[src/rtl/vspt_pkg.sv]
// ----------------------------------------------------------------------------
// vspt_pkg
// Shared types, constants and tables for the vertex set pivot transform core.
// ----------------------------------------------------------------------------
package vspt_pkg;

	localparam int MAX_VERTICES_DEF = 8;
	localparam int COORD_BITS_DEF   = 24;

	localparam int FIELD_W    = 24;
	localparam int CMD_W      = 3;
	localparam int IDX_W      = 3;
	localparam int DIR_W      = 2;
	localparam int ANG_W      = 16;
	localparam int CNT_W      = 4;
	localparam int FACT_W     = 16;
	localparam int CFG_IDX_W  = 3;
	localparam int CFG_DATA_W = 16;

	localparam logic [CMD_W-1:0] CMD_LOAD      = 3'd0;
	localparam logic [CMD_W-1:0] CMD_TRANSLATE = 3'd1;
	localparam logic [CMD_W-1:0] CMD_ZOOM_IN   = 3'd2;
	localparam logic [CMD_W-1:0] CMD_ZOOM_OUT  = 3'd3;
	localparam logic [CMD_W-1:0] CMD_ROTATE    = 3'd4;
	localparam logic [CMD_W-1:0] CMD_READ      = 3'd5;

	localparam logic [DIR_W-1:0] DIR_UP    = 2'd0;
	localparam logic [DIR_W-1:0] DIR_LEFT  = 2'd1;
	localparam logic [DIR_W-1:0] DIR_DOWN  = 2'd2;
	localparam logic [DIR_W-1:0] DIR_RIGHT = 2'd3;

	localparam logic [CFG_IDX_W-1:0] REG_VERTEX_COUNT = 3'd0;
	localparam logic [CFG_IDX_W-1:0] REG_PIVOT_INDEX  = 3'd1;
	localparam logic [CFG_IDX_W-1:0] REG_STEP_SIZE    = 3'd2;
	localparam logic [CFG_IDX_W-1:0] REG_ZOOM_IN      = 3'd3;
	localparam logic [CFG_IDX_W-1:0] REG_ZOOM_OUT     = 3'd4;

	localparam logic [CNT_W-1:0]  RST_VERTEX_COUNT = 4'd7;
	localparam logic [IDX_W-1:0]  RST_PIVOT_INDEX  = 3'd1;
	localparam logic [FACT_W-1:0] RST_STEP_SIZE    = 16'd2560;
	localparam logic [FACT_W-1:0] RST_ZOOM_IN      = 16'd17203;
	localparam logic [FACT_W-1:0] RST_ZOOM_OUT     = 16'd15565;

	// CORDIC datapath widths and Q16 angle constants.
	localparam int CORD_W     = 20;
	localparam int CORD_ZW    = 22;
	localparam int CS_W       = 18;
	localparam int CORD_ITERS = 16;
	localparam logic signed [CORD_ZW-1:0] TWO_PI_Q16  = 22'sd411775;
	localparam logic signed [CORD_ZW-1:0] PI_Q16      = 22'sd205887;
	localparam logic signed [CORD_ZW-1:0] HALF_PI_Q16 = 22'sd102944;
	localparam logic signed [CORD_W-1:0]  CORDIC_GAIN = 20'sd39797;

	localparam logic [2:0] MUL_LAST = 3'd4;

	function automatic logic signed [CORD_ZW-1:0] atan_q16(input logic [3:0] i);
		logic signed [CORD_ZW-1:0] r;
		case (i)
			4'd0:  r = 22'sd51472;
			4'd1:  r = 22'sd30386;
			4'd2:  r = 22'sd16055;
			4'd3:  r = 22'sd8150;
			4'd4:  r = 22'sd4091;
			4'd5:  r = 22'sd2047;
			4'd6:  r = 22'sd1024;
			4'd7:  r = 22'sd512;
			4'd8:  r = 22'sd256;
			4'd9:  r = 22'sd128;
			4'd10: r = 22'sd64;
			4'd11: r = 22'sd32;
			4'd12: r = 22'sd16;
			4'd13: r = 22'sd8;
			4'd14: r = 22'sd4;
			default: r = 22'sd2;
		endcase
		return r;
	endfunction

	typedef struct packed {
		logic [CMD_W-1:0]          cmd;
		logic [IDX_W-1:0]          vertex_index;
		logic signed [FIELD_W-1:0] load_x;
		logic signed [FIELD_W-1:0] load_y;
		logic [FIELD_W-1:0]        load_radius;
		logic [DIR_W-1:0]          direction;
		logic signed [ANG_W-1:0]   angle;
	} in_item_t;

	typedef struct packed {
		logic [IDX_W-1:0]          out_index;
		logic signed [FIELD_W-1:0] out_x;
		logic signed [FIELD_W-1:0] out_y;
		logic [FIELD_W-1:0]        out_radius;
		logic                      last;
	} out_item_t;

	typedef struct packed {
		logic       latch_in;
		logic       load_wr;
		logic       rd_read;
		logic       rd_pivot;
		logic       rd_vertex;
		logic       cap_pivot;
		logic       cap_vertex;
		logic       cordic_start;
		logic       mul_en;
		logic [2:0] mul_k;
		logic       vtx_wr;
		logic       emit_read;
		logic       clr_i;
	} dp_cmd_t;

	typedef struct packed {
		logic [CMD_W-1:0] cmd;
		logic             n_zero;
		logic             last_vertex;
		logic             cordic_busy;
		logic             out_free;
	} dp_stat_t;

endpackage

[src/rtl/vspt_cordic.sv]
// ----------------------------------------------------------------------------
// vspt_cordic
// Iterative CORDIC that turns a rotation angle into cosine and sine in Q16.
// ----------------------------------------------------------------------------
module vspt_cordic (
	input  logic                                  clk,
	input  logic                                  arst_n,
	input  logic                                  start,
	input  logic signed [vspt_pkg::ANG_W-1:0]     angle,
	output logic signed [vspt_pkg::CS_W-1:0]      cos_o,
	output logic signed [vspt_pkg::CS_W-1:0]      sin_o,
	output logic                                  busy
);
	import vspt_pkg::*;

	logic signed [CORD_ZW-1:0] z0, z1, z2;
	logic                      neg0;
	logic signed [CORD_W-1:0]  x_q, y_q, xs, ys;
	logic signed [CORD_ZW-1:0] z_q;
	logic [3:0]                it_q;
	logic                      busy_q, neg_q;

	// Range reduction: wrap into [-pi, pi], then fold into [-pi/2, pi/2].
	always_comb begin
		z0 = CORD_ZW'(angle) <<< 4;
		if (z0 > PI_Q16)
			z1 = z0 - TWO_PI_Q16;
		else if (z0 < -PI_Q16)
			z1 = z0 + TWO_PI_Q16;
		else
			z1 = z0;
		neg0 = 1'b0;
		z2   = z1;
		if (z1 > HALF_PI_Q16) begin
			z2   = z1 - PI_Q16;
			neg0 = 1'b1;
		end else if (z1 < -HALF_PI_Q16) begin
			z2   = z1 + PI_Q16;
			neg0 = 1'b1;
		end
	end

	assign xs = x_q >>> it_q;
	assign ys = y_q >>> it_q;

	always_ff @(posedge clk or negedge arst_n) begin
		if (!arst_n) begin
			busy_q <= 1'b0;
			it_q   <= '0;
		end else if (start) begin
			busy_q <= 1'b1;
			it_q   <= '0;
		end else if (busy_q) begin
			it_q <= it_q + 4'd1;
			if (it_q == 4'(CORD_ITERS - 1))
				busy_q <= 1'b0;
		end
	end

	always_ff @(posedge clk) begin
		if (start) begin
			x_q   <= CORDIC_GAIN;
			y_q   <= '0;
			z_q   <= z2;
			neg_q <= neg0;
		end else if (busy_q) begin
			if (z_q >= 0) begin
				x_q <= x_q - ys;
				y_q <= y_q + xs;
				z_q <= z_q - atan_q16(it_q);
			end else begin
				x_q <= x_q + ys;
				y_q <= y_q - xs;
				z_q <= z_q + atan_q16(it_q);
			end
		end
	end

	assign cos_o = neg_q ? CS_W'(-x_q) : CS_W'(x_q);
	assign sin_o = neg_q ? CS_W'(-y_q) : CS_W'(y_q);
	assign busy  = busy_q;

endmodule

[src/rtl/vspt_dp.sv]
// ----------------------------------------------------------------------------
// vspt_dp
// Datapath: configuration registers, vertex store, shared multiplier,
// saturation and the result register.
// ----------------------------------------------------------------------------
module vspt_dp #(
	parameter int MAX_VERTICES = vspt_pkg::MAX_VERTICES_DEF,
	parameter int COORD_BITS   = vspt_pkg::COORD_BITS_DEF
) (
	input  logic                               clk,
	input  logic                               arst_n,
	input  vspt_pkg::in_item_t                 in_item,
	input  logic                               cfg_we,
	input  logic [vspt_pkg::CFG_IDX_W-1:0]     cfg_index,
	input  logic [vspt_pkg::CFG_DATA_W-1:0]    cfg_wdata,
	input  vspt_pkg::dp_cmd_t                  cmd,
	output vspt_pkg::dp_stat_t                 stat,
	output vspt_pkg::out_item_t                out_item,
	output logic                               out_valid,
	input  logic                               out_ready
);
	import vspt_pkg::*;

	localparam int AW   = (MAX_VERTICES > 1) ? $clog2(MAX_VERTICES) : 1;
	localparam int CW   = COORD_BITS;
	localparam int DW   = CW + 1;
	localparam int PW   = DW + CS_W;
	localparam int ACCW = PW + 1;
	localparam int SW   = ACCW + 1;

	localparam logic signed [SW-1:0] CMAX  = (SW'(1) <<< (CW - 1)) - SW'(1);
	localparam logic signed [SW-1:0] CMIN  = -CMAX - SW'(1);
	localparam logic signed [SW-1:0] RMAX  = (SW'(1) <<< CW) - SW'(1);
	localparam logic signed [SW-1:0] RND14 = SW'(8192);
	localparam logic signed [SW-1:0] RND16 = SW'(32768);

	function automatic logic signed [CW-1:0] sat_c(input logic signed [SW-1:0] v);
		logic signed [CW-1:0] r;
		if (v > CMAX)
			r = CMAX[CW-1:0];
		else if (v < CMIN)
			r = CMIN[CW-1:0];
		else
			r = v[CW-1:0];
		return r;
	endfunction

	function automatic logic [CW-1:0] sat_r(input logic signed [SW-1:0] v);
		logic [CW-1:0] r;
		if (v > RMAX)
			r = RMAX[CW-1:0];
		else if (v < 0)
			r = '0;
		else
			r = v[CW-1:0];
		return r;
	endfunction

	function automatic logic [FIELD_W-1:0] out_c(input logic signed [CW-1:0] v);
		logic signed [SW-1:0] t;
		t = SW'(v);
		return t[FIELD_W-1:0];
	endfunction

	function automatic logic [FIELD_W-1:0] out_r(input logic [CW-1:0] v);
		logic [SW-1:0] t;
		t = SW'(v);
		return t[FIELD_W-1:0];
	endfunction

	// Configuration registers.
	logic [CNT_W-1:0]  vc_q;
	logic [IDX_W-1:0]  piv_q;
	logic [FACT_W-1:0] step_q, zin_q, zout_q;

	always_ff @(posedge clk or negedge arst_n) begin
		if (!arst_n) begin
			vc_q   <= RST_VERTEX_COUNT;
			piv_q  <= RST_PIVOT_INDEX;
			step_q <= RST_STEP_SIZE;
			zin_q  <= RST_ZOOM_IN;
			zout_q <= RST_ZOOM_OUT;
		end else if (cfg_we) begin
			case (cfg_index)
				REG_VERTEX_COUNT: vc_q   <= cfg_wdata[CNT_W-1:0];
				REG_PIVOT_INDEX:  piv_q  <= cfg_wdata[IDX_W-1:0];
				REG_STEP_SIZE:    step_q <= cfg_wdata;
				REG_ZOOM_IN:      zin_q  <= cfg_wdata;
				REG_ZOOM_OUT:     zout_q <= cfg_wdata;
				default: ;
			endcase
		end
	end

	logic [CNT_W-1:0] n_c, i_q;
	logic             idx_ok, piv_ok, rot;
	in_item_t         in_q;

	assign n_c    = (int'(vc_q) > MAX_VERTICES) ? CNT_W'(MAX_VERTICES) : vc_q;
	assign idx_ok = int'(in_q.vertex_index) < MAX_VERTICES;
	assign piv_ok = int'(piv_q) < MAX_VERTICES;
	assign rot    = (in_q.cmd == CMD_ROTATE);

	always_ff @(posedge clk) begin
		if (cmd.latch_in)
			in_q <= in_item;
	end

	always_ff @(posedge clk or negedge arst_n) begin
		if (!arst_n)
			i_q <= '0;
		else if (cmd.clr_i)
			i_q <= '0;
		else if (cmd.vtx_wr)
			i_q <= i_q + CNT_W'(1);
	end

	// Vertex store: {x, y, radius} per entry. Entries never written read as zero.
	logic [3*CW-1:0]         mem [MAX_VERTICES];
	logic [MAX_VERTICES-1:0] vld_q;
	logic [3*CW-1:0]         rd_q, wr_data;
	logic                    rd_vld_q, rd_en, wr_en;
	logic [AW-1:0]           rd_addr, wr_addr;

	assign rd_en   = (cmd.rd_read & idx_ok) | (cmd.rd_pivot & piv_ok) | cmd.rd_vertex;
	assign rd_addr = cmd.rd_pivot  ? AW'(piv_q) :
	                 cmd.rd_vertex ? AW'(i_q) : AW'(in_q.vertex_index);
	assign wr_en   = (cmd.load_wr & idx_ok) | cmd.vtx_wr;
	assign wr_addr = cmd.load_wr ? AW'(in_q.vertex_index) : AW'(i_q);

	always_ff @(posedge clk) begin
		if (wr_en)
			mem[wr_addr] <= wr_data;
		if (rd_en)
			rd_q <= mem[rd_addr];
	end

	always_ff @(posedge clk or negedge arst_n) begin
		if (!arst_n) begin
			vld_q    <= '0;
			rd_vld_q <= 1'b0;
		end else begin
			if (wr_en)
				vld_q[wr_addr] <= 1'b1;
			if (rd_en)
				rd_vld_q <= vld_q[rd_addr];
		end
	end

	logic signed [CW-1:0] rd_x, rd_y;
	logic [CW-1:0]        rd_r;

	assign rd_x = rd_vld_q ? rd_q[3*CW-1:2*CW] : '0;
	assign rd_y = rd_vld_q ? rd_q[2*CW-1:CW]   : '0;
	assign rd_r = rd_vld_q ? rd_q[CW-1:0]      : '0;

	// Pivot and current vertex operands.
	logic signed [CW-1:0] px_q, py_q, cx_q, cy_q;
	logic [CW-1:0]        cr_q;
	logic signed [DW-1:0] dx_q, dy_q;

	always_ff @(posedge clk) begin
		if (cmd.cap_pivot) begin
			px_q <= piv_ok ? rd_x : '0;
			py_q <= piv_ok ? rd_y : '0;
		end
		if (cmd.cap_vertex) begin
			cx_q <= rd_x;
			cy_q <= rd_y;
			cr_q <= rd_r;
			dx_q <= DW'(rd_x) - DW'(px_q);
			dy_q <= DW'(rd_y) - DW'(py_q);
		end
	end

	logic signed [CS_W-1:0] cos_c, sin_c, fac_s;
	logic                   cordic_busy;

	vspt_cordic u_cordic (
		.clk    (clk),
		.arst_n (arst_n),
		.start  (cmd.cordic_start),
		.angle  (in_q.angle),
		.cos_o  (cos_c),
		.sin_o  (sin_c),
		.busy   (cordic_busy)
	);

	assign fac_s = (in_q.cmd == CMD_ZOOM_IN) ? {{(CS_W-FACT_W){1'b0}}, zin_q}
	                                         : {{(CS_W-FACT_W){1'b0}}, zout_q};

	// Shared multiplier; each product is registered and folded in on the next step.
	logic signed [DW-1:0]   mul_a, r_s;
	logic signed [CS_W-1:0] mul_b;
	logic signed [PW-1:0]   prod_q;
	logic signed [ACCW-1:0] acc_x_q, acc_y_q, acc_r_q;

	assign r_s = {1'b0, cr_q};

	always_comb begin
		mul_a = dx_q;
		mul_b = rot ? cos_c : fac_s;
		if (rot) begin
			case (cmd.mul_k)
				3'd0: begin mul_a = dx_q; mul_b = cos_c; end
				3'd1: begin mul_a = dy_q; mul_b = sin_c; end
				3'd2: begin mul_a = dx_q; mul_b = sin_c; end
				3'd3: begin mul_a = dy_q; mul_b = cos_c; end
				default: ;
			endcase
		end else begin
			case (cmd.mul_k)
				3'd0: mul_a = dx_q;
				3'd1: mul_a = dy_q;
				3'd2: mul_a = r_s;
				default: ;
			endcase
		end
	end

	always_ff @(posedge clk) begin
		if (cmd.mul_en) begin
			prod_q <= mul_a * mul_b;
			if (rot) begin
				case (cmd.mul_k)
					3'd1: acc_x_q <= ACCW'(prod_q);
					3'd2: acc_x_q <= acc_x_q - ACCW'(prod_q);
					3'd3: acc_y_q <= ACCW'(prod_q);
					3'd4: acc_y_q <= acc_y_q + ACCW'(prod_q);
					default: ;
				endcase
			end else begin
				case (cmd.mul_k)
					3'd1: acc_x_q <= ACCW'(prod_q);
					3'd2: acc_y_q <= ACCW'(prod_q);
					3'd3: acc_r_q <= ACCW'(prod_q);
					default: ;
				endcase
			end
		end
	end

	// New vertex values.
	logic signed [SW-1:0] step_s, px_s, py_s, cx_s, cy_s, ax_s, ay_s, ar_s;
	logic signed [SW-1:0] ld_x_s, ld_y_s, ld_r_s;
	logic signed [CW-1:0] nx, ny;
	logic [CW-1:0]        nr;

	assign step_s = SW'(step_q);
	assign px_s   = SW'(px_q);
	assign py_s   = SW'(py_q);
	assign cx_s   = SW'(cx_q);
	assign cy_s   = SW'(cy_q);
	assign ax_s   = SW'(acc_x_q);
	assign ay_s   = SW'(acc_y_q);
	assign ar_s   = SW'(acc_r_q);
	assign ld_x_s = SW'(in_q.load_x);
	assign ld_y_s = SW'(in_q.load_y);
	assign ld_r_s = SW'(in_q.load_radius);

	always_comb begin
		nx = cx_q;
		ny = cy_q;
		nr = cr_q;
		if (in_q.cmd == CMD_TRANSLATE) begin
			case (in_q.direction)
				DIR_UP:    ny = sat_c(cy_s + step_s);
				DIR_LEFT:  nx = sat_c(cx_s - step_s);
				DIR_DOWN:  ny = sat_c(cy_s - step_s);
				DIR_RIGHT: nx = sat_c(cx_s + step_s);
				default: ;
			endcase
		end else if (rot) begin
			nx = sat_c(px_s + ((ax_s + RND16) >>> 16));
			ny = sat_c(py_s + ((ay_s + RND16) >>> 16));
		end else begin
			nx = sat_c(px_s + ((ax_s + RND14) >>> 14));
			ny = sat_c(py_s + ((ay_s + RND14) >>> 14));
			nr = sat_r((ar_s + RND14) >>> 14);
		end
	end

	assign wr_data = cmd.load_wr ? {sat_c(ld_x_s), sat_c(ld_y_s), sat_r(ld_r_s)}
	                             : {nx, ny, nr};

	// Result register.
	logic      out_valid_q, emit, last_vertex;
	out_item_t out_q;

	assign emit        = cmd.emit_read | cmd.vtx_wr;
	assign last_vertex = (i_q == n_c - CNT_W'(1));

	always_ff @(posedge clk or negedge arst_n) begin
		if (!arst_n)
			out_valid_q <= 1'b0;
		else if (emit)
			out_valid_q <= 1'b1;
		else if (out_ready)
			out_valid_q <= 1'b0;
	end

	always_ff @(posedge clk) begin
		if (cmd.emit_read) begin
			out_q.out_index  <= in_q.vertex_index;
			out_q.out_x      <= idx_ok ? out_c(rd_x) : '0;
			out_q.out_y      <= idx_ok ? out_c(rd_y) : '0;
			out_q.out_radius <= idx_ok ? out_r(rd_r) : '0;
			out_q.last       <= 1'b1;
		end else if (cmd.vtx_wr) begin
			out_q.out_index  <= i_q[IDX_W-1:0];
			out_q.out_x      <= out_c(nx);
			out_q.out_y      <= out_c(ny);
			out_q.out_radius <= out_r(nr);
			out_q.last       <= last_vertex;
		end
	end

	assign out_item         = out_q;
	assign out_valid        = out_valid_q;
	assign stat.cmd         = in_q.cmd;
	assign stat.n_zero      = (n_c == '0);
	assign stat.last_vertex = last_vertex;
	assign stat.cordic_busy = cordic_busy;
	assign stat.out_free    = !out_valid_q || out_ready;

endmodule

[src/rtl/vspt_ctrl.sv]
// ----------------------------------------------------------------------------
// vspt_ctrl
// Command sequencer: decodes each transaction and steps the datapath through
// loads, reads and per-vertex transform passes.
// ----------------------------------------------------------------------------
module vspt_ctrl (
	input  logic                           clk,
	input  logic                           arst_n,
	input  logic                           in_valid,
	input  logic [vspt_pkg::CMD_W-1:0]     in_cmd,
	output logic                           in_ready,
	input  vspt_pkg::dp_stat_t             stat,
	output vspt_pkg::dp_cmd_t              cmd
);
	import vspt_pkg::*;

	typedef enum logic [10:0] {
		S_IDLE   = 11'b00000000001,
		S_LOAD   = 11'b00000000010,
		S_RADDR  = 11'b00000000100,
		S_REMIT  = 11'b00000001000,
		S_PADDR  = 11'b00000010000,
		S_PWAIT  = 11'b00000100000,
		S_CORDIC = 11'b00001000000,
		S_VADDR  = 11'b00010000000,
		S_VWAIT  = 11'b00100000000,
		S_MUL    = 11'b01000000000,
		S_VWR    = 11'b10000000000
	} state_t;

	state_t     state_q, state_d;
	logic [2:0] mstep_q;

	always_ff @(posedge clk or negedge arst_n) begin
		if (!arst_n) begin
			state_q <= S_IDLE;
			mstep_q <= '0;
		end else begin
			state_q <= state_d;
			if (state_q == S_VWAIT)
				mstep_q <= '0;
			else if (state_q == S_MUL)
				mstep_q <= mstep_q + 3'd1;
		end
	end

	always_comb begin
		state_d = state_q;
		cmd     = '0;
		cmd.mul_k = mstep_q;
		case (state_q)
			S_IDLE: begin
				if (in_valid) begin
					cmd.latch_in = 1'b1;
					cmd.clr_i    = 1'b1;
					if (in_cmd == CMD_LOAD)
						state_d = S_LOAD;
					else if (in_cmd == CMD_READ)
						state_d = S_RADDR;
					else if (in_cmd inside {CMD_TRANSLATE, CMD_ZOOM_IN, CMD_ZOOM_OUT,
					                        CMD_ROTATE} && !stat.n_zero)
						state_d = S_PADDR;
				end
			end
			S_LOAD: begin
				cmd.load_wr = 1'b1;
				state_d     = S_IDLE;
			end
			S_RADDR: begin
				cmd.rd_read = 1'b1;
				state_d     = S_REMIT;
			end
			S_REMIT: begin
				if (stat.out_free) begin
					cmd.emit_read = 1'b1;
					state_d       = S_IDLE;
				end
			end
			S_PADDR: begin
				cmd.rd_pivot = 1'b1;
				state_d      = S_PWAIT;
			end
			S_PWAIT: begin
				cmd.cap_pivot = 1'b1;
				if (stat.cmd == CMD_ROTATE) begin
					cmd.cordic_start = 1'b1;
					state_d          = S_CORDIC;
				end else begin
					state_d = S_VADDR;
				end
			end
			S_CORDIC: begin
				if (!stat.cordic_busy)
					state_d = S_VADDR;
			end
			S_VADDR: begin
				cmd.rd_vertex = 1'b1;
				state_d       = S_VWAIT;
			end
			S_VWAIT: begin
				cmd.cap_vertex = 1'b1;
				state_d = (stat.cmd == CMD_TRANSLATE) ? S_VWR : S_MUL;
			end
			S_MUL: begin
				cmd.mul_en = 1'b1;
				if (mstep_q == MUL_LAST)
					state_d = S_VWR;
			end
			S_VWR: begin
				if (stat.out_free) begin
					cmd.vtx_wr = 1'b1;
					state_d    = stat.last_vertex ? S_IDLE : S_VADDR;
				end
			end
			default: state_d = S_IDLE;
		endcase
	end

	assign in_ready = (state_q == S_IDLE);

endmodule

[src/rtl/vertex_set_pivot_transform_core.sv]
// A load writes one vertex store entry; a read fetches an entry and emits it as
// one result. A transform reads the pivot (and runs the sine/cosine CORDIC for
// rotate), then per vertex reads, multiplies (zoom/rotate only) and writes back.
// Throughput: one transaction at a time, one result per vertex; the single
// shared multiplier and the vertex store set the per-vertex cost. Reset (arst_n,
// async low) clears the vertex store to zero and loads the register defaults.
// ----------------------------------------------------------------------------
// vertex_set_pivot_transform_core
// Vertex set with translate, zoom and rotate about a pivot vertex.
// ----------------------------------------------------------------------------
module vertex_set_pivot_transform_core #(
	parameter int MAX_VERTICES = vspt_pkg::MAX_VERTICES_DEF,
	parameter int COORD_BITS   = vspt_pkg::COORD_BITS_DEF
) (
	input  logic                            clk,
	input  logic                            arst_n,
	input  logic                            item_valid,
	output logic                            item_ready,
	input  vspt_pkg::in_item_t              item,
	output logic                            result_valid,
	input  logic                            result_ready,
	output vspt_pkg::out_item_t             result,
	input  logic                            cfg_we,
	input  logic [vspt_pkg::CFG_IDX_W-1:0]  cfg_index,
	input  logic [vspt_pkg::CFG_DATA_W-1:0] cfg_wdata
);
	import vspt_pkg::*;

	dp_cmd_t  dp_cmd;
	dp_stat_t dp_stat;

	vspt_ctrl u_ctrl (
		.clk      (clk),
		.arst_n   (arst_n),
		.in_valid (item_valid),
		.in_cmd   (item.cmd),
		.in_ready (item_ready),
		.stat     (dp_stat),
		.cmd      (dp_cmd)
	);

	vspt_dp #(
		.MAX_VERTICES (MAX_VERTICES),
		.COORD_BITS   (COORD_BITS)
	) u_dp (
		.clk       (clk),
		.arst_n    (arst_n),
		.in_item   (item),
		.cfg_we    (cfg_we),
		.cfg_index (cfg_index),
		.cfg_wdata (cfg_wdata),
		.cmd       (dp_cmd),
		.stat      (dp_stat),
		.out_item  (result),
		.out_valid (result_valid),
		.out_ready (result_ready)
	);

endmodule

[config.mk]
export PLATFORM = sky130hd
export DESIGN_NAME = vertex_set_pivot_transform_core
export DESIGN_NICKNAME = d
export VERILOG_FILES = /design/src/rtl/vspt_pkg.sv /design/src/rtl/vspt_cordic.sv /design/src/rtl/vspt_dp.sv /design/src/rtl/vspt_ctrl.sv /design/src/rtl/vertex_set_pivot_transform_core.sv
export SDC_FILE = /design/constraint.sdc
export NUM_CORES = 2
export LEC_CHECK = 0
export BUFFER_PORTS_ARGS = -buffer_cell sky130_fd_sc_hd__buf_4
export CORE_UTILIZATION = 34
export CTS_CLUSTER_DIAMETER = 40
export CTS_CLUSTER_SIZE = 25
export DETAILED_ROUTE_END_ITERATION = 10
export SKIP_LAST_GASP = 1
export SYNTH_ARGS = -nofsm -noshare
export SYNTH_HDL_FRONTEND = slang
export SYNTH_SLANG_ARGS = --single-unit
[constraint.sdc]
create_clock -name clk -period 15.1 [get_ports clk]
set_clock_uncertainty 0.05 [all_clocks]
set_input_delay 3.02 -clock clk [delete_from_list [all_inputs] [get_ports clk]]
set_output_delay 3.02 -clock clk [all_outputs]
set_load 0.01 [all_outputs]
**Word-level counts from Yosys, hierarchy flattened**

Memory sizes are Yosys's and may differ from the RTL's. A register that Yosys moved wholly into a read port is not among the register bits.
Cells that the tools add are included.

- Flip-flop bits (word level): 667
- Bits in latches: 0
- Memory bits (writable): 576
- Memory bits (read-only): 512
- Input bits: 120
- Output and inout port bits: 78
- Memories kept: 3

- Add/subtract/negate cells: 33
- Multipliers: 1
- Divide/modulo/power cells: 0
- Order comparisons: 33
- Equal/unequal tests: 39
- Shift-type cells: 2
- Muxes and demuxes: 116
- Bitwise operators: 6
- Reduce and logical (&&, ||, !) cells: 31

Memories:

| name | depth | width | read ports | clocked after Yosys merged registers in | write ports | line | source |
|---|---|---|---|---|---|---|---|
| u_dp.mem | 8 | 72 | 1 | 1 | 1 | vspt_dp.sv:119 | `logic [3*CW-1:0] mem [MAX_VERTICES];` |
| (no name shown) | 16 | 16 | 1 | 0 | 0 | vspt_pkg.sv:58 | `case (i)` |
| (no name shown) | 16 | 16 | 1 | 0 | 0 | vspt_pkg.sv:58 |  |

Operators by type and width:

| operator | number |
|---|---|
| two-way mux 24 bit | 33 |
| greater-than comparator 45 x 24 -> 1 bit, second input constant | 8 |
| less-than comparator 45 x 24 -> 1 bit, second input constant | 8 |
| two-way mux 22 bit | 13 |
| two-way mux 44 bit | 4 |
| case mux 44 bit (2 select lines) | 2 |
| two-way mux 76 bit | 2 |
| case mux 11 bit (10 select lines) | 1 |
| two-way mux 11 bit | 9 |
| case mux 24 bit (2 select lines) | 2 |
| adder 44 x 15 -> 45 bit, second input constant | 2 |
| adder 44 x 17 -> 45 bit, second input constant | 2 |
| greater-than comparator 24 bit, second input constant | 3 |
| two-way mux 18 bit | 4 |
| two-way mux 72 bit | 1 |
| adder 24 x 31 -> 32 bit | 2 |
| adder 24 x 29 -> 30 bit | 2 |
| adder 24 x 17 -> 25 bit | 2 |
| two-way mux 25 bit | 2 |
| case mux 25 bit (2 select lines) | 1 |
| subtractor 24 x 17 -> 25 bit | 2 |
| subtractor 24 x 24 -> 25 bit | 2 |
| less-than comparator 24 bit, second input constant | 2 |
| adder 43 x 15 -> 44 bit, second input constant | 1 |
| other kinds (72) | 151 |

**Depth between registers and ports, before layout**

- Depth in word-level cells: 10
- Gate-level depth with buffers: 35
- Depth with buffers taken out: 34

**Cells and area by module**

Synthesis repeated with hierarchy kept, for this count alone.

- Cells, all modules: 9220
- Area, all modules: 97249.5 um^2

By module, submodules not included:

| module | instances | cells an instance | area each (um^2) |
|---|---|---|---|
| vspt_dp | 1 | 7724 | 85211.7 |
| vspt_cordic | 1 | 1383 | 10980.5 |
| vspt_ctrl | 1 | 113 | 1057.3 |

**Worst setup path before layout**

No wires, ideal clock.

- Kind: register -> register
- Start: register u_ctrl.state_q[10]
- End: register u_dp.cr_q[0], enable pin
- Setup time: 0.790 ns
- Arrival: 10.113 ns
- Required time: 14.260 ns
- Path slack: 4.147 ns
- Cell stages (with the launch flop): 6
- Path buffers: 0
- Clock period less this slack: 10.953 ns
- Path through: dfrtp_1 nor2_1 nand2_1 nor4_1 nand2_1 nor3b_1

- Word-level cells in the longest chain between the ends: 2

Ends and longest elaborated chain:

| element | line | source |
|---|---|---|
| start, declared | vspt_ctrl.sv:31 | `state_t state_q, state_d;` |
| start signal, assigned | vspt_ctrl.sv:39 | `state_q <= state_d;` |
| == test 11 x 9 -> 1 bit | vspt_ctrl.sv:51 | `case (state_q)` |
| two-way mux 1 bit | vspt_ctrl.sv:51 |  |
| end signal, assigned | vspt_dp.sv:170 | `cr_q <= rd_r;` |
| end, declared | vspt_dp.sv:159 | `logic [CW-1:0] cr_q;` |

Every way passes these cells.
A chain may end at the register's enable or synchronous reset.

**Final worst setup path**

- Start: register u_dp.u_cordic.x_q[7]
- End: register u_dp.prod_q[42], data pin

- Word-level cells in the longest chain between the ends: 6

Ends and longest elaborated chain:

| element | line | source |
|---|---|---|
| start, declared | vspt_cordic.sv:18 | `logic signed [CORD_W-1:0] x_q, y_q, xs, ys;` |
| start signal, assigned | vspt_cordic.sv:68 | `x_q <= x_q - ys;` |
| start signal, assigned | vspt_cordic.sv:72 | `x_q <= x_q + ys;` |
| negation 18 bit | vspt_cordic.sv:79 | `assign cos_o = neg_q ? CS_W'(-x_q) : CS_W'(x_q);` |
| two-way mux 18 bit (*) | vspt_cordic.sv:79 |  |
| two-way mux 18 bit | vspt_dp.sv:202 | `mul_b = rot ? cos_c : fac_s;` |
| case mux 18 bit (2 select lines) | vspt_dp.sv:204 | `case (cmd.mul_k)` |
| two-way mux 18 bit (*) | vspt_dp.sv:203 | `if (rot) begin` |
| multiplier 25 x 18 -> 43 bit (*) | vspt_dp.sv:223 | `prod_q <= mul_a * mul_b;` |
| end signal, assigned | vspt_dp.sv:223 |  |
| end, declared | vspt_dp.sv:195 | `logic signed [PW-1:0] prod_q;` |

Mark *: on every way between the ends. The rest lies on a longest branch, timed or not.

==> metrics.md <==
| Metric | Value |
|---|---|
| Final Hold Viols | `0` |
| EDFF count, synth | `1173` |
| Hold Crit Class | `flip-flop to flip-flop` |
| Pre-CTS WS | `4360 ps` |
| Synthesis-stage register bit count | `1302` |
| Register Area | `0.03828 mm^2` |
| Mux contribution to synthesized area | `5.945%` |
| Largest net degree at the start of global routing | `160` |
| Worst setup margin | `4150 ps` |
| DR DRC count | `0` |
| Horiz. Die Dim | `531.6 um` |
| Total grt overflow | `0` |
| FILL cells | `27.24k` |
| Final Critical Period | `10950 ps` |
| CTS clk-pin slew, worst paths | `70 ps` |
| Synth Area in Simple Gates | `12.57%` |
| Worst-Margin Slew | `1321 ps` |
| Vias in the first global route | `72.54k` |
| Synth area leader | `edfxtp_1` |
| Mapped cell area | `0.09534 mm^2` |
| Num rows | `194` |
| Cell family with most CP delay | `compound AO/OA/AOI/OAI gates` |
| Vias | `73.88k` |
| Die area | `0.2825 mm^2` |
| RSZ-0062 raised after global routing | `false` |
| Startpoint class of the critical path | `flip-flop` |
| Compound-Gate Fraction of Synth Area | `14.78%` |
| Largest family of logic cells by synthesized area | `adder cells` |
| Avg Inst Size Synth | `10.20 um^2` |
| First-pass GRT wire length | `467.8 mm` |
| # nets final | `10.56k` |
| I/O pins | `198` |
| Dpl cells | `12.98k` |
| Post-CTS Setup Bufs | `0` |
| Max Cap Violations | `0` |
| CP max stage delay | `690 ps` |
| Ys Warns | `0` |
| Post-Route WL | `315.8 mm` |
| Most common cell after layout, fill and taps aside | `edfxtp_1` |
| Htree depth | `4` |
| Synth top area share | `36.94%` |
| Share of cells above drive strength 1 | `11.36%` |
| Arr. time, crit path | `11480 ps` |
| Maximum clock path buffer count | `4` |
| Die Ht | `531.6 um` |
| WL/cell | `23.60 um` |
| Clk root buf | `clkbuf_16` |
| Net Count, Synth | `10.44k` |
| Final cell count without fillers | `13.38k` |
| Starting DRT DRC Count | `6783` |
| Most frequent CP cell | `fa_1` |
| IO Port Bufs | `197` |
| Final Slew Violations | `0` |
| Outcome | `completed` |
| Fmax | `0.09132 GHz` |
| Most frequent cells in the layout | `edfxtp_1, nand2_1, inv_1, nor2_1, a21oi_1` |
| Worst setup EP type | `flip-flop` |
| Cts bufs inserted | `216` |
| Post-CTS sizing | `0` |
| Initial core utilization | `34.16%` |
| Setup_tns | `0 ps` |
| Post-DR vias/cell | `5.521` |
| CTS tree | `built` |
| Initial antenna violation count | `25` |
| Clk sinks | `1302` |
| Final instance area | `0.1085 mm^2` |
| Cells after Synth | `9347` |
| GRT Total Usage | `21.77%` |
| Area Growth Syn to Fin | `13.80%` |
| Core Footprint | `0.2791 mm^2` |
| Later-pin clock latency in the skew report | `920 ps` |
| # hold bufs at CTS | `0` |
| GP Congestion | `0.9675` |
| Most used DFF post-synth | `edfxtp_1` |
| DP HPWL | `234.6 mm` |
| Worst Path Buf+Inv | `4` |
| Multi-input gate area | `0.05279 mm^2` |
| Fin crit share | `72.52%` |
| FFs w/ async S/R, synth | `6.759%` |
| Synth Area in XOR/XNOR | `5.539%` |
| Netlist cell types | `97` |
| Crit Path Max Fanout | `21` |
| DR pass1 iterations | `7` |
| Synth area leaders | `edfxtp_1, fa_1, ha_1, nand2_1, xnor2_1` |
| Relative slew slack | `11.34%` |
| Dpl cell area | `0.1011 mm^2` |
| Critical Path RT | `15630 ps` |
| Crit Path Category | `flip-flop to flip-flop` |
| Worst path slowest cell | `o311ai_0` |
| Synth Area in Adders | `16.31%` |
| Setup violators final | `0` |
| Antenna Nets Post-Route | `0` |
| Register area share after synthesis | `40.14%` |
## kinds of logic (layout without fill, tap and decap cells)
kind of cell               after synthesis  after routing
DFF                                   1302           1302
buffers and inverters                 1189           1494
muxes                                  484            484
AOI/OAI and AO/OA                     2180           2180
other                                    0              6
adders and majority gates              969            969
and+or+nand+nor                       2620           2620
xor gates and xnor gates               603            603
## synth_stat cells (all sizes together), types with 222 or more instances
| master | count |
|---|---|
| a21oi | 554 |
| clkbuf | 358 |
| edfxtp | 1173 |
| fa | 456 |
| ha | 513 |
| inv | 763 |
| mux2i | 222 |
| nand2 | 1007 |
| nor2 | 681 |
| o21ai | 543 |
| xnor2 | 379 |
| xor2 | 224 |
## path summary, 6_finish.rpt
path                                 startpoint           endpoint  slack, ps  depth (start not counted)
min in group asynchronous                arst_n  u_ctrl.mstep_q[1]       2200                          1
setup reg to reg           u_dp.u_cordic.x_q[7]    u_dp.prod_q[42]       4150                         30
hold reg to reg                   u_dp.vld_q[1]      u_dp.vld_q[1]        420                          1
hold / removal                    u_dp.vld_q[1]      u_dp.vld_q[1]        420                          1
setup / recovery           u_dp.u_cordic.x_q[7]    u_dp.prod_q[42]       4150                         30
max in group asynchronous                arst_n      u_dp.rd_vld_q      11460                          2
## area by class of cell
| class | instances | area share (%) |
|---|---|---|
| Inverter | 767 | 2.655 |
| Clock buffer | 237 | 5.171 |
| Antenna cell | 6 | 0.01384 |
| Clock inverter | 160 | 1.624 |
| Timing Repair Buffer | 330 | 2.306 |
| Multi-Input combinational cell | 6856 | 48.65 |
| Tap cell | 3724 | 4.294 |
| Sequential cell | 1302 | 35.28 |
## per-layer routing
layer  part of all wire, %  track usage, %  up-vias
li1                      -               -    33740
met1                    43           29.28    36700
met2                    45           34.55     2904
met3                   7.5           3.794      531
met4                   4.3           8.950       12
met5                 0.025               0        -
## metrics by stage
step / utilization, % / hold slack (ps)
final: 38.87 / 417.4
after global routing: 38.87 / 430.9
after CTS: 38.86 / 412.9
after detailed placement: 36.22 / 397.3
after global placement: 36.22 / 395.2
after floorplan: - / 380.8
## sequential cells by signal (all words and copies together) (netlist names), 25 cells and up
signal,cells
u_dp.acc_y_q,44
u_dp.acc_x_q,44
u_dp.dx_q,25
u_dp.out_item,76
u_dp.rd_q,72
u_dp.in_q,93
u_dp.dy_q,25
u_dp.acc_r_q,30
u_dp.prod_q,43
u_dp.mem,576
## worst reg2reg max path: cells and delay by family, from the launching register on
family                   cells  cell delay (ps)
adder cells (fa/ha/maj)      7             3560
AO/OA/AOI/OAI               11             3590
buffers and inverters        4              730
AND/OR/NAND/NOR              6             2220
flip-flops                   1              400
XOR/XNOR                     2              200
Power is not shown: default switching activity piles up to over one toggle a cycle in this logic, so the estimate is an artifact.
